## config.mk

```make
export PLATFORM = sky130hd
export DESIGN_NAME = mobt_mul
export DESIGN_NICKNAME = d
export VERILOG_FILES = /design/src/rtl/core/mobt_pkg.sv /design/src/rtl/core/mobt_mul.sv
export SDC_FILE = /design/constraint.sdc
export NUM_CORES = 2
export LEC_CHECK = 0
export ABC_AREA = 0
export BUFFER_PORTS_ARGS = -buffer_cell sky130_fd_sc_hd__buf_2
export CORE_MARGIN = 2
export CORE_UTILIZATION = 60
export DETAILED_ROUTE_END_ITERATION = 10
export PLACE_DENSITY = 0.77
export SLEW_MARGIN = 20
export SYNTH_ARGS = -nofsm -noshare
export SYNTH_HDL_FRONTEND = slang
export SYNTH_SLANG_ARGS = --single-unit
export TNS_END_PERCENT = 10
```

## constraint.sdc

```tcl
create_clock -name clock -period 24.4 [get_ports clock]
set_input_delay 4.88 -clock clock [delete_from_list [all_inputs] [get_ports clock]]
set_output_delay 4.88 -clock clock [all_outputs]
set_load 0.01 [all_outputs]
```

## src/rtl/core/mobt_pkg.sv

```systemverilog
`timescale 1ns / 1ps
// Shared constants, types and fixed-point helpers for the online backprop trainer.
// Used by every module under rtl/core except mobt_chk; depends on nothing.
package mobt_pkg;

   localparam int WINDOW    = 6;
   localparam int HIDDEN    = 2;
   localparam int FRAC_BITS = 24;

   localparam int NW   = HIDDEN * WINDOW;
   localparam int NALL = NW + 2 * HIDDEN + 1;

   localparam int DW    = 32;
   localparam int ACC_W = 48;
   localparam int NUM_W = FRAC_BITS + 34;
   localparam int DCW   = $clog2(NUM_W + 1);
   localparam int PW    = (NW > 1) ? $clog2(NW) : 1;
   localparam int KW    = (HIDDEN > 1) ? $clog2(HIDDEN) : 1;
   localparam int IW    = (WINDOW > 1) ? $clog2(WINDOW) : 1;
   localparam int CW    = $clog2(WINDOW + 1);
   localparam int XW    = 5;
   localparam int RW    = 31;

   localparam logic [2:0] REQ_TRAIN   = 3'd0;
   localparam logic [2:0] REQ_PREDICT = 3'd1;
   localparam logic [2:0] REQ_WRITE   = 3'd2;
   localparam logic [2:0] REQ_READ    = 3'd3;
   localparam logic [2:0] REQ_CLEAR   = 3'd4;

   localparam logic [RW-1:0] RATE_RESET = 31'd11744051;

   localparam logic signed [DW-1:0] ONE    = DW'(64'd1 << FRAC_BITS);
   localparam logic signed [DW-1:0] POLY_A = 32'sd721095906;
   localparam logic signed [DW-1:0] POLY_B = 32'sd184224994;
   localparam logic signed [DW-1:0] S32_MAX = 32'sh7FFF_FFFF;

   localparam logic signed [ACC_W-1:0] SAT_HI = ACC_W'(64'sd2147483647);
   localparam logic signed [ACC_W-1:0] SAT_LO = ACC_W'(-64'sd2147483648);

   typedef struct packed {
      logic             start;
      logic [NUM_W-1:0] num;
      logic [DW-1:0]    den;
   } div_cmd_type;

   function automatic logic signed [ACC_W-1:0] sext(input logic signed [DW-1:0] x);
      return {{(ACC_W - DW){x[DW-1]}}, x};
   endfunction

   function automatic logic signed [DW-1:0] sat32(input logic signed [ACC_W-1:0] v);
      logic signed [DW-1:0] r;
      if (v > SAT_HI) begin
         r = SAT_HI[DW-1:0];
      end else if (v < SAT_LO) begin
         r = SAT_LO[DW-1:0];
      end else begin
         r = v[DW-1:0];
      end
      return r;
   endfunction

   // floor(p / 2^FRAC_BITS); fits easily since |p| <= 2^62
   function automatic logic signed [ACC_W-1:0] shr_frac(input logic signed [63:0] p);
      logic signed [63:0] s;
      s = p >>> FRAC_BITS;
      return s[ACC_W-1:0];
   endfunction

   function automatic logic signed [DW-1:0] qmul(input logic signed [63:0] p);
      return sat32(shr_frac(p));
   endfunction

endpackage

```

## src/rtl/core/mobt_mul.sv

```systemverilog
`timescale 1ns / 1ps
// Shared 32x32 signed multiplier with a registered product.
// Depends on mobt_pkg for widths.
module mobt_mul (
   input  logic                          clock,
   input  logic signed [mobt_pkg::DW-1:0] op_a,
   input  logic signed [mobt_pkg::DW-1:0] op_b,
   output logic signed [63:0]            prod
);

   logic signed [63:0] prod_ff;
   logic signed [63:0] prod_in;

   assign prod_in = op_a * op_b;
   assign prod    = prod_ff;

   always_ff @(posedge clock) begin
      prod_ff <= prod_in;
   end

endmodule

```

==> reports/metrics.yaml <==
outcome: "finished, final reports clean"
largest_register_ffs: 64
min-delay-start: "op_a[0]"
synth-main-ff-cell: "dfxtp_1"
die-area_um2: 64750
coreArea_um2: 61830
stdcell_area_um2: 38900
cp.arrival_ps: 13130
clock.fmax_mhz: 77.49
syn_inst: 3949
antenna-diode-count: 0
setup_viol: 0
synth-edff-count: 0
fin_setup_tns_ps: 0
critPathCaptureType: "flip-flop"
drive_above_1_share_pct: 4.936
die_y_um: 254.5
start_util_pct: 60.88
synth-seq-cells: 64
avgSynthCellArea_um2: 9.531
start_kind: "primary input"
clk_path_buf_depth: 2
htree_levels: 3
hold_viol: 0
ant_nets: 0
finalWirelength_mm: 93.33
cp_slowest_cell: "fa_1"
cts_hold_buf: 0
worstSetupPathType: "in2reg"
root_buffer: "clkbuf_16"
overflow: 0
fin_crit_sh_pct: 52.89
ys_warn_count: 0
max_cap_viol_count: 0
io_pins: 129
clk_pin_slew_worst_paths_ps: 60
cp_max_fo: 32
post_dp_cell_area_um2: 38580
die_x_um: 254.5
finalMaxSlewViolations: 0
async_flop_share_pct: 0
ys_types: 70
rsz0062_at_grt: "false"
cp-startpoint: "op_a[31]"
numCtsBuffers: 9
firstDrtPassIters: 7
cts_setup_buffers: 0
cp_data_required_time_ps: 24620
slew_headroom_pct: 33.06
cts_tree: "yes"
hpwlAfterDp_mm: 76.72
stdcell_count: 4727
grt_pass1_vias: 29080
grt_max_degree: 33
place_inst: 4711
drc: 0
ys_seq_area_share_pct: 3.404
rows: 91
area_growth_syn_to_layout_pct: 3.368
tightest_slew_ps: 1003
grt_pass1_wl_mm: 153.9
gp_congestion: 0.9420
synth_area_um2: 37640
wire_per_inst_um: 19.74
viasPerCell: 5.544
vias: 26210
first_iter_violations: 1796
postLayoutCoreUtil_pct: 62.93
nNetsFinal: 5216
slowest_delay_ps: 780
cts_resized: 0
layout_min_cycle_time_ps: 12900
antenna_found_initial: 3
grt_usage_pct: 31.00
port_buffers: 128
cts.sinks: 64
syn_nets: 5280
crit_top_cell: "fa_1"
min_path_type: "in2reg"
==> layer usage <==
metal	share of wire [%]	vias up	track usage, %
li1	-	11110	-
met1	37	13730	38.62
met4	6.1	4	15.90
met2	51	1057	53.83
met5	0.023	-	0
met3	5.9	300	3.368
==> worst max-delay path, delay by kind of cell <==
kind / cells / cell delay, ps
AO/OA/AOI/OAI: 4 / 720
XOR/XNOR: 1 / 110
adder cells (fa/ha/maj): 9 / 4670
buffers and inverters: 8 / 1680
AND/OR/NAND/NOR: 4 / 1030
==> final cells by class <==
type / count / area, um^2
fill: 5129 / 22920
inverter: 949 / 3562
clock inverter: 6 / 92.59
clock buffer: 10 / 229.0
timing repair buffer: 139 / 723.2
sequential: 64 / 1281
multi-input combinational: 2722 / 31970
tap: 837 / 1047
==> synth_stat cells, types with 3 or more instances <==
cell / count / area, um^2
and3_1: 9 / 56.30
nand2_1: 524 / 1967
nor2b_1: 8 / 50.05
a31oi_1: 5 / 31.28
inv_1: 949 / 3562
o21ai_1: 3 / 15.01
a31o_2: 3 / 26.28
nor3_1: 7 / 35.03
a21o_1: 33 / 247.7
a21oi_1: 63 / 315.3
o21a_1: 4 / 30.03
xnor2_1: 52 / 455.4
xor2_1: 22 / 192.7
nand3_1: 17 / 85.08
or3_1: 3 / 18.77
o21ai_0: 36 / 180.2
o211ai_1: 5 / 37.54
clkbuf_1: 200 / 750.7
nand2b_1: 13 / 81.33
a211o_1: 5 / 43.79
o21bai_1: 4 / 30.03
dfxtp_1: 64 / 1281
nor2_1: 61 / 229.0
buf_2: 10 / 50.05
ha_1: 184 / 2302
nand4_1: 11 / 68.82
a21oi_2: 5 / 43.79
fa_1: 1082 / 21660
and2_1: 513 / 3209
a211oi_2: 4 / 50.05
==> cell usage in the layout (no fill, tap or decap), types with 3 or more instances in the layout <==
| cell | netlist | layout |
|---|---|---|
| nand2_1 | 524 | 524 |
| o211ai_1 | 5 | 5 |
| a31oi_1 | 5 | 5 |
| clkbuf_16 | 0 | 9 |
| fa_1 | 1082 | 1082 |
| a21oi_1 | 63 | 63 |
| nand3_1 | 17 | 17 |
| o21bai_1 | 4 | 4 |
| a31o_2 | 3 | 3 |
| buf_2 | 10 | 128 |
| nor2_1 | 61 | 61 |
| o21ai_1 | 3 | 3 |
| a211o_1 | 5 | 5 |
| nand4_1 | 11 | 11 |
| or3_1 | 3 | 3 |
| nor2b_1 | 8 | 8 |
| a21oi_2 | 5 | 5 |
| dfxtp_1 | 64 | 64 |
| a211oi_2 | 4 | 4 |
| ha_1 | 184 | 184 |
| and3_1 | 9 | 9 |
| and2_1 | 513 | 513 |
| xor2_1 | 22 | 22 |
| buf_4 | 0 | 11 |
| nor3_1 | 7 | 7 |
| o21ai_0 | 36 | 36 |
| xnor2_1 | 52 | 52 |
| o21a_1 | 4 | 4 |
| a21o_1 | 33 | 33 |
| nand2b_1 | 13 | 13 |
| inv_1 | 949 | 949 |
==> worst paths after layout <==
check / to / slack (ps) / cells past startpoint
worst max-delay path: prod[63] / 11500 / 26
worst min-delay path: prod[0] / 5190 / 3
==> metrics by stage <==
| step | hold WS (ps) | setup slack (ps) |
|---|---|---|
| after floorplan | 5007 | 12180 |
| after global placement | 5273 | 11390 |
| after detailed placement | 5274 | 11250 |
| after CTS | 5159 | 11550 |
| after global routing | 5183 | 11020 |
| final | 5187 | 11500 |
==> cells by family after synthesis <==
group / share of synthesized area (%)
AND/OR/NAND/NOR: 15.71
AO/OA/AOI/OAI: 3.843
flip-flops: 3.404
XOR/XNOR: 1.722
adder cells (fa/ha/maj): 63.67
buffers and inverters: 11.66
Power is not shown: default switching activity piles up to over one toggle a cycle in this logic, so the estimate is an artifact.
