<file path="config.mk">
export PLATFORM = sky130hd
export DESIGN_NAME = mobt_div
export DESIGN_NICKNAME = d
export VERILOG_FILES = /design/src/rtl/core/mobt_pkg.sv /design/src/rtl/core/mobt_div.sv
export SDC_FILE = /design/constraint.sdc
export NUM_CORES = 1
export LEC_CHECK = 0
export BUFFER_PORTS_ARGS = -buffer_cell sky130_fd_sc_hd__buf_2
export CAP_MARGIN = 40
export CORE_MARGIN = 2
export CORE_UTILIZATION = 35
export DETAILED_ROUTE_END_ITERATION = 6
export GPL_TIMING_DRIVEN = 0
export PLACE_DENSITY = 0.61
export SLEW_MARGIN = 10
export SYNTH_ARGS = -nofsm -noshare
export SYNTH_HDL_FRONTEND = slang
export SYNTH_SLANG_ARGS = --single-unit
</file>
<file path="constraint.sdc">
create_clock -name clock -period 6.5 [get_ports clock]
set_input_delay 1.3 -clock clock [delete_from_list [all_inputs] [get_ports clock]]
set_output_delay 1.3 -clock clock [all_outputs]
set_load 0.02 [all_outputs]
</file>
<file path="src/rtl/core/mobt_pkg.sv">
`timescale 1ns / 1ps
// Shared constants, types and fixed-point helpers for the online backprop trainer.
// Used by every module under rtl/core except mobt_chk; depends on nothing.
package mobt_pkg;

   localparam int WINDOW    = 6;
   localparam int HIDDEN    = 2;
   localparam int FRAC_BITS = 24;

   localparam int NW   = HIDDEN * WINDOW;
   localparam int NALL = NW + 2 * HIDDEN + 1;

   localparam int DW    = 32;
   localparam int ACC_W = 48;
   localparam int NUM_W = FRAC_BITS + 34;
   localparam int DCW   = $clog2(NUM_W + 1);
   localparam int PW    = (NW > 1) ? $clog2(NW) : 1;
   localparam int KW    = (HIDDEN > 1) ? $clog2(HIDDEN) : 1;
   localparam int IW    = (WINDOW > 1) ? $clog2(WINDOW) : 1;
   localparam int CW    = $clog2(WINDOW + 1);
   localparam int XW    = 5;
   localparam int RW    = 31;

   localparam logic [2:0] REQ_TRAIN   = 3'd0;
   localparam logic [2:0] REQ_PREDICT = 3'd1;
   localparam logic [2:0] REQ_WRITE   = 3'd2;
   localparam logic [2:0] REQ_READ    = 3'd3;
   localparam logic [2:0] REQ_CLEAR   = 3'd4;

   localparam logic [RW-1:0] RATE_RESET = 31'd11744051;

   localparam logic signed [DW-1:0] ONE    = DW'(64'd1 << FRAC_BITS);
   localparam logic signed [DW-1:0] POLY_A = 32'sd721095906;
   localparam logic signed [DW-1:0] POLY_B = 32'sd184224994;
   localparam logic signed [DW-1:0] S32_MAX = 32'sh7FFF_FFFF;

   localparam logic signed [ACC_W-1:0] SAT_HI = ACC_W'(64'sd2147483647);
   localparam logic signed [ACC_W-1:0] SAT_LO = ACC_W'(-64'sd2147483648);

   typedef struct packed {
      logic             start;
      logic [NUM_W-1:0] num;
      logic [DW-1:0]    den;
   } div_cmd_type;

   function automatic logic signed [ACC_W-1:0] sext(input logic signed [DW-1:0] x);
      return {{(ACC_W - DW){x[DW-1]}}, x};
   endfunction

   function automatic logic signed [DW-1:0] sat32(input logic signed [ACC_W-1:0] v);
      logic signed [DW-1:0] r;
      if (v > SAT_HI) begin
         r = SAT_HI[DW-1:0];
      end else if (v < SAT_LO) begin
         r = SAT_LO[DW-1:0];
      end else begin
         r = v[DW-1:0];
      end
      return r;
   endfunction

   // floor(p / 2^FRAC_BITS); fits easily since |p| <= 2^62
   function automatic logic signed [ACC_W-1:0] shr_frac(input logic signed [63:0] p);
      logic signed [63:0] s;
      s = p >>> FRAC_BITS;
      return s[ACC_W-1:0];
   endfunction

   function automatic logic signed [DW-1:0] qmul(input logic signed [63:0] p);
      return sat32(shr_frac(p));
   endfunction

endpackage

</file>
<file path="src/rtl/core/mobt_div.sv">
`timescale 1ns / 1ps
// Restoring unsigned divider, one quotient bit per cycle, NUM_W-bit quotient.
// Depends on mobt_pkg for widths and the command struct.
module mobt_div (
   input  logic                          clock,
   input  logic                          reset,
   input  mobt_pkg::div_cmd_type         cmd,
   output logic                          done,
   output logic [mobt_pkg::NUM_W-1:0]    quot
);

   logic                          run_ff, run_in;
   logic                          done_ff, done_in;
   logic [mobt_pkg::DCW-1:0]      cnt_ff, cnt_in;
   logic [mobt_pkg::DW-1:0]       rem_ff, rem_in;
   logic [mobt_pkg::DW-1:0]       den_ff, den_in;
   logic [mobt_pkg::NUM_W-1:0]    quo_ff, quo_in;
   logic [mobt_pkg::DW:0]         rem_sh;
   logic [mobt_pkg::DW+1:0]       diff;

   assign done = done_ff;
   assign quot = quo_ff;

   always_comb begin
      rem_sh  = {rem_ff, quo_ff[mobt_pkg::NUM_W-1]};
      diff    = {1'b0, rem_sh} - {2'b00, den_ff};
      run_in  = run_ff;
      done_in = 1'b0;
      cnt_in  = cnt_ff;
      rem_in  = rem_ff;
      den_in  = den_ff;
      quo_in  = quo_ff;
      if (cmd.start) begin
         run_in = 1'b1;
         cnt_in = mobt_pkg::DCW'(mobt_pkg::NUM_W);
         rem_in = '0;
         den_in = cmd.den;
         quo_in = cmd.num;
      end else if (run_ff) begin
         // shift in the next numerator bit, subtract when it fits
         if (!diff[mobt_pkg::DW+1]) begin
            rem_in = diff[mobt_pkg::DW-1:0];
            quo_in = {quo_ff[mobt_pkg::NUM_W-2:0], 1'b1};
         end else begin
            rem_in = rem_sh[mobt_pkg::DW-1:0];
            quo_in = {quo_ff[mobt_pkg::NUM_W-2:0], 1'b0};
         end
         cnt_in = cnt_ff - 1'b1;
         if (cnt_ff == mobt_pkg::DCW'(1)) begin
            run_in  = 1'b0;
            done_in = 1'b1;
         end
      end
   end

   always_ff @(posedge clock) begin
      if (reset) begin
         run_ff  <= 1'b0;
         done_ff <= 1'b0;
         cnt_ff  <= '0;
      end else begin
         run_ff  <= run_in;
         done_ff <= done_in;
         cnt_ff  <= cnt_in;
      end
   end

   always_ff @(posedge clock) begin
      rem_ff <= rem_in;
      den_ff <= den_in;
      quo_ff <= quo_in;
   end

endmodule

</file>
==> impl_metrics.py, run 1 <==
metrics = {
    "run": {
        "maxCapViolations": 0,
    },
    "yosys": {
        "yosysSeqAreaShare": 0.487,
        "synth-edff-count": 90,
        "netlist_area_um2": 7190,
        "netlist_instances": 655,
        "syn_area_per_cell_um2": 11.0,
        "ys_async_sr_fraction": 0,
        "yosysUniqueCellTypes": 63,
        "ys_warn_count": 0,
        "syn-num-nets": 783,
        "synth_ff_type": "edfxtp_1",
        "ys_seq_elements": 130,
    },
    "sta": {
        "period_share": 0.553,
        "fin_crit_ns": 3.59,
        "worst_pin_slew_ns": 0.817,
        "max_freq_ghz": 0.278,
        "setup_tns_ns": 0,
        "rsz0062_at_grt": "no",
        "fin_worst_skew_ns": 0.0118,
        "finalSetupViolations": 0,
        "slew_headroom": 0.447,
        "finalHoldViolCount": 0,
        "drv_slew": 0,
    },
    "cts": {
        "cts_tree": "done",
        "post-cts-setup-buffer-count": 0,
        "postCtsHoldBufs": 0,
        "cts-root-buf": "clkbuf_16",
        "insertion_delay_ns": 0.44,
        "post_cts_resize_count": 0,
        "cts_max_level": 4,
        "cts_buffers": 17,
        "clock-sinks": 130,
        "clk_pin_slew_ns": 0.07,
        "clk_path_buf_depth": 2,
    },
    "power_and_ir_drop": {
        "p_clk_frac": 0.405,
        "combPwrFrac": 0.186,
        "ir_drop_v": 0.000164,
        "power_frac_seq": 0.409,
        "netSwitchingPower_mw": 0.745,
        "sw_frac_of_total": 0.304,
        "powerDensity_nw_per_um2": 274,
        "leakage_nw": 3.76,
        "intPower_mw": 1.71,
    },
    "critical_path": {
        "arrival_ns": 3.72,
        "end_kind": "register",
        "crit_type": "primary input to register",
        "critPathMaxFanout": 35,
        "crit_required_ns": 6.62,
        "r2r_setup_slack_ns": 3.32,
        "r2r_start": "quot[57]",
        "endpoint": "quot[24]",
        "startpoint_type": "primary input",
        "rr_endpoint": "rem_ff[24]",
        "rr_worst_depth": 12,
        "worstSetupStartpoint": "cmd[90]",
    },
    "detailed_routing": {
        "num_vias": 5632,
        "drt_iter0_markers": 294,
        "via_per_inst": 5.08,
        "drtAntennaViolNets": 0,
        "wl_um": 18100,
        "drc_errors": 0,
        "dr.pass1.iters": 5,
        "wl_per_cell_um": 16.3,
    },
    "layout": {
        "nNetsFinal": 954,
        "fillerInstances": 1905,
        "final_cells": 1109,
        "diodes": 0,
        "drive_gt1_frac": 0.329,
        "syn2layout_area_growth_pct": 24.4,
    },
    "placed_design": {
        "dpl.cell_count": 1077,
        "portBuffers": 150,
        "gp_congestion": 0.831,
        "dpl.hpwl_um": 13500,
    },
    "status": {
        "status": "finished clean",
    },
    "floorplanning": {
        "dieArea_um2": 21700,
        "num_rows": 52,
        "io_pins": 152,
        "fp.dieW_um": 147,
        "die_height_um": 147,
        "coreArea_um2": 20200,
        "start_util": 0.355,
    },
    "global_route": {
        "antenna_found_initial": 0,
        "grt-ovfl-total": 0,
        "grt_max_degree": 36,
        "grt_use_total": 0.170,
        "grt_pass1_vias": 5679,
        "grt_pass1_wl_um": 29200,
    },
    "min_path": {
        "hold_class": "register to register",
    },
}
per-layer routing:
layer,track usage,part of all wire,vias to the layer above
li1,-,-,2760
met1,0.219,0.45,2681
met2,0.269,0.46,173
met3,0.0602,0.077,18
met4,0.0548,0.012,0
met5,0,0,-
Yosys cell counts, types with 3 or more instances:
library cell   n  area, um2
a211oi_1       4       30.0
a21o_1        14        105
a21oi_1       31        155
a21oi_2        4       35.0
a311oi_1      13        114
a311oi_2       6       90.1
a31oi_1        3       18.8
a32oi_1        5       43.8
and3_1         3       18.8
buf_2          3       15.0
clkbuf_1      19       71.3
dfxtp_1       40        801
edfxtp_1      90       2700
ha_1          34        425
inv_1         47        176
mux2_2        59        664
mux2i_1        5       50.1
nand2_1       70        263
nand2b_1       8       50.1
nand3_1        5       25.0
nand3b_1       3       22.5
nand4_1        5       31.3
nand4b_1       3       26.3
nor2_1        48        180
nor2b_1        3       18.8
nor3_1        14       70.1
o211ai_1       7       52.6
o21a_1         5       37.5
o21ai_0       27        135
o21ai_1        4       20.0
o21bai_1       6       45.0
o31ai_1        3       22.5
xnor2_1       18        158
xor2_1        11       96.3
layout make-up:
| class | instances | area [um2] | area share |
|---|---|---|---|
| sequential | 130 | 3500 | 0.392 |
| tap | 270 | 338 | 0.0378 |
| multi-input combinational | 449 | 3350 | 0.375 |
| inverter | 48 | 180 | 0.0201 |
| timing repair buffer | 152 | 798 | 0.0892 |
| clock inverter | 15 | 190 | 0.0213 |
| clock buffer | 17 | 425 | 0.0476 |
| buffer | 28 | 155 | 0.0173 |
through the flow:
| stage | area (um2) | hold WS [ns] | util | setup WS (ns) | power (mW) |
|---|---|---|---|---|---|
| after detailed placement | 8330 | 0.480 | 0.412 | 2.37 | 1.48 |
| after global placement | 8280 | 0.481 | 0.409 | 1.23 | 1.47 |
| after global routing | 8940 | 0.525 | 0.442 | 2.69 | 2.56 |
| final | 8940 | 0.492 | 0.442 | 2.91 | 2.45 |
| after floorplan | 7190 | 0.453 | - | 3.11 | 1.33 |
| after CTS | 8940 | 0.501 | 0.442 | 2.85 | 2.47 |
worst max-delay path, stage by stage:
cell	delay [ns]
buf_2	0.39
buf_16	0.22
clkbuf_1	0.43
nor2_1	0.15
clkbuf_1	0.36
inv_2	0.52
buf_12	0.28
kinds of logic (layout without fill, tap and decap cells):
kind of cell / Yosys count / in the layout / share of synthesized area
buffers and inverters: 76 / 260 / 0.0466
and+or+nand+nor: 166 / 166 / 0.104
xor gates and xnor gates: 29 / 29 / 0.0353
DFF: 130 / 130 / 0.487
adders and majority gates: 35 / 35 / 0.0619
muxes: 64 / 64 / 0.0993
AOI/OAI and AO/OA: 155 / 155 / 0.166
flip-flops by register name, indices dropped and copies added (netlist names):
register / flops
quot: 58
den_ff: 32
rem_ff: 32
cnt_ff: 6
done: 1
run_ff: 1
cell usage in the layout, fill, tap and decap left out, types with 3 or more instances in the layout:
cell type,Yosys,routed
mux2_2,59,59
nor2_1,48,48
inv_1,47,46
clkinv_4,0,3
a211oi_1,4,4
inv_8,0,6
o21bai_1,6,6
nand2_1,70,70
nand2b_1,8,8
a21oi_1,31,31
o21a_1,5,5
mux2i_1,5,5
o211ai_1,7,7
nor2b_1,3,3
o31ai_1,3,3
xor2_1,11,11
a32oi_1,5,5
xnor2_1,18,18
o21ai_1,4,4
a31oi_1,3,3
nand3_1,5,5
nand3b_1,3,3
o21ai_0,27,27
a311oi_2,6,6
a21o_1,14,14
a311oi_1,13,13
nand4b_1,3,3
dfxtp_1,40,40
buf_2,3,153
ha_1,34,34
nand4_1,5,5
clkinv_8,0,3
and3_1,3,3
nor3_1,14,14
a21oi_2,4,4
edfxtp_1,90,90
clkbuf_1,19,19
clkbuf_16,0,17
power groups by stage:
stage	Sequential (mW)	Combinational [mW]	Clock, mW
2_1_floorplan	1.06	0.269	0
3_3_place_gp	1.02	0.448	0
3_5_place_dp	1.02	0.454	0
4_1_cts	1.01	0.456	1.01
5_1_grt	1.01	0.503	1.05
6_report	1.00	0.456	0.993
worst min path at each step:
| stage | to | cells past startpoint | start |
|---|---|---|---|
| 2_1_floorplan | rem_ff[10] | 2 | rem_ff[10] |
| 3_3_place_gp | rem_ff[22] | 2 | rem_ff[22] |
| 3_5_place_dp | rem_ff[22] | 2 | rem_ff[22] |
| 4_1_cts | rem_ff[2] | 2 | rem_ff[2] |
| 5_1_grt | rem_ff[22] | 2 | rem_ff[22] |
| 6_report | rem_ff[12] | 2 | rem_ff[12] |
(Power assumes the default switching activity.)
==> run 2, diff against run 1 <==
- ABC_AREA: unset -> 1
- PLACE_DENSITY: 0.61 -> 0.63
- clock period: 6.5 -> 2.92 ns (I/O delays scaled with it)
==> impl_metrics.py, run 2 <==
metrics = {
    "cts": {
        "cts_max_level": 4,
        "clk_pin_slew_ns": 0.06,
        "cts-root-buf": "clkbuf_16",
        "post-cts-setup-buffer-count": 0,
        "postCtsHoldBufs": 0,
        "clock-sinks": 130,
        "cts_buffers": 17,
        "clk_path_buf_depth": 2,
        "insertion_delay_ns": 0.42,
        "cts_tree": "done",
        "post_cts_resize_count": 0,
    },
    "power_and_ir_drop": {
        "powerDensity_nw_per_um2": 532,
        "ir_drop_v": 0.000333,
        "power.total_mw": 5.17,
        "leakage_nw": 5.25,
    },
    "sta": {
        "hold_ws_ns": 0.332,
        "fin_worst_skew_ns": 0.00850,
        "worst_pin_slew_ns": 0.810,
        "drv_slew": 0,
        "max_freq_ghz": 0.407,
        "period_share": 0.840,
        "setup_slack_ns": 0.466,
        "finalHoldViolCount": 0,
        "rsz0062_at_grt": "no",
        "slew_headroom": 0.460,
        "fin_crit_ns": 2.45,
        "finalSetupViolations": 0,
    },
    "detailed_routing": {
        "drt_iter0_markers": 517,
        "wl_per_cell_um": 14.4,
        "drc_errors": 0,
        "dr.pass1.iters": 5,
        "num_vias": 7394,
        "via_per_inst": 4.67,
        "drtAntennaViolNets": 0,
        "wl_um": 22800,
    },
    "critical_path": {
        "crit_required_ns": 3.02,
        "critPathMaxFanout": 57,
        "crit_type": "primary input to register",
        "r2r_setup_slack_ns": 0.61,
        "end_kind": "register",
        "worstSetupStartpoint": "cmd[90]",
        "arrival_ns": 2.55,
        "r2r_start": "quot[57]",
        "startpoint_type": "primary input",
        "rr_endpoint": "rem_ff[28]",
        "rr_worst_depth": 16,
    },
    "layout": {
        "syn2layout_area_growth_pct": 22.2,
        "layout_commonest_cell": "nand2_1",
        "drive_gt1_frac": 0.169,
        "final_cell_mix": "nand2_1, inv_1, buf_2",
        "final_cell_area_um2": 9740,
        "largest_register_ff_count": 58,
        "nNetsFinal": 1411,
        "final_cells": 1582,
    },
    "floorplanning": {
        "fp.dieW_um": 155,
        "start_util": 0.354,
        "num_rows": 55,
        "dieArea_um2": 24000,
        "io_pins": 152,
        "die_height_um": 155,
        "coreArea_um2": 22500,
    },
    "status": {
        "status": "finished clean",
    },
    "yosys": {
        "yosysUniqueCellTypes": 35,
        "synth_ff_type": "edfxtp_1",
        "syn_area_per_cell_um2": 7.17,
        "yosysMostFrequentCell": "nand2_1",
        "ys_warn_count": 0,
        "syn-num-nets": 1240,
        "synth_area_leaders": "edfxtp_1, nand2_1, dfxtp_1, inv_1, nand3_1",
        "ys_seq_elements": 130,
        "synth-edff-count": 90,
        "synth_common_cells": "nand2_1, inv_1, nand3_1",
        "netlist_area_um2": 7970,
        "ys_async_sr_fraction": 0,
        "yosysSeqAreaShare": 0.440,
        "netlist_instances": 1112,
        "yosys.area.top_type": "edfxtp_1",
        "synth.top_cell.area_share": 0.339,
    },
    "min_path": {
        "hold_end": "den_ff[1]",
        "holdCritStartpoint": "cmd[1]",
        "hold_path_depth": 1,
        "hold_class": "primary input to register",
    },
    "global_route": {
        "grt_pass1_vias": 7193,
        "grt_max_degree": 58,
        "antenna_found_initial": 4,
        "grt_pass1_wl_um": 36700,
        "grt-ovfl-total": 0,
        "grt_use_total": 0.197,
    },
    "placed_design": {
        "place_area_um2": 9110,
        "pre_cts_slack_ns": -0.0626,
        "dpl.hpwl_um": 17800,
        "dpl.cell_count": 1549,
        "portBuffers": 151,
        "gp_congestion": 0.955,
    },
    "run": {
        "maxCapViolations": 0,
    },
}
==> run 2: changes by cell type after synthesis, moves of 8 or more <==
cell	change
a21oi_1	-13
inv_1	+141
o21ai_0	-22
nand2_1	+411
nor3_1	-8
a311oi_1	-13
o21ai_1	+9
nand3_1	+90
nand2b_1	-8
a21o_1	-14
mux2_2	-59
xor2_1	-9
==> run 2: power breakdown <==
part / internal, mW / total, mW / leakage, nW / switching [mW]
logic: 0.227 / 0.683 / 3.72 / 0.456
registers: 2.13 / 2.20 / 1.23 / 0.0677
clock network: 1.37 / 2.30 / 0.302 / 0.921
==> run 2: logic make-up after synthesis <==
family,count (synthesis),share of synthesized area
xor+xnor,14,0.0154
flops,130,0.440
compound gates,45,0.0314
buf+inv,221,0.111
fa+ha+maj,35,0.0559
simple gates,667,0.347
==> run 2: metrics by stage <==
step / utilization / TNS (ns)
after floorplan: - / 0
after global placement: 0.404 / -52.34
after detailed placement: 0.405 / -2.48
after CTS: 0.433 / 0
after global routing: 0.433 / 0
final: 0.433 / 0
==> run 2: area by class of cell <==
class / instances / area, um2
flip-flops and latches: 130 / 3500
clock inverters: 15 / 195
fillers: 2317 / 12800
inverters: 193 / 724
multi-input cells: 761 / 3580
plain buffers: 28 / 160
repair buffers: 152 / 783
diodes: 1 / 2.50
clock buffers: 17 / 425
well taps: 285 / 357
==> run 2: routing by layer <==
metal / track usage / vias up / wire length (um)
met5: 0 / - / 46
met1: 0.243 / 3295 / 9990
li1: - / 3806 / -
met3: 0.0593 / 36 / 1810
met2: 0.327 / 251 / 10500
met4: 0.0675 / 6 / 502
==> run 2: how the worst max path moves through the flow <==
stage | to | slack, ns | cells after the start
CTS | quot[33] | 0.39 | 6
global route | quot[33] | 0.26 | 6
finish | quot[17] | 0.47 | 6
floorplan | quot[0] | 0.68 | 4
detailed placement | quot[33] | -0.06 | 6
global placement | quot[32] | -0.81 | 5
==> run 2: critical path, cell delays in order <==
cell,delay (ns)
buf_2,0.61
clkbuf_1,0.33
nor2_1,0.22
inv_1,0.16
clkbuf_4,0.28
buf_16,0.28
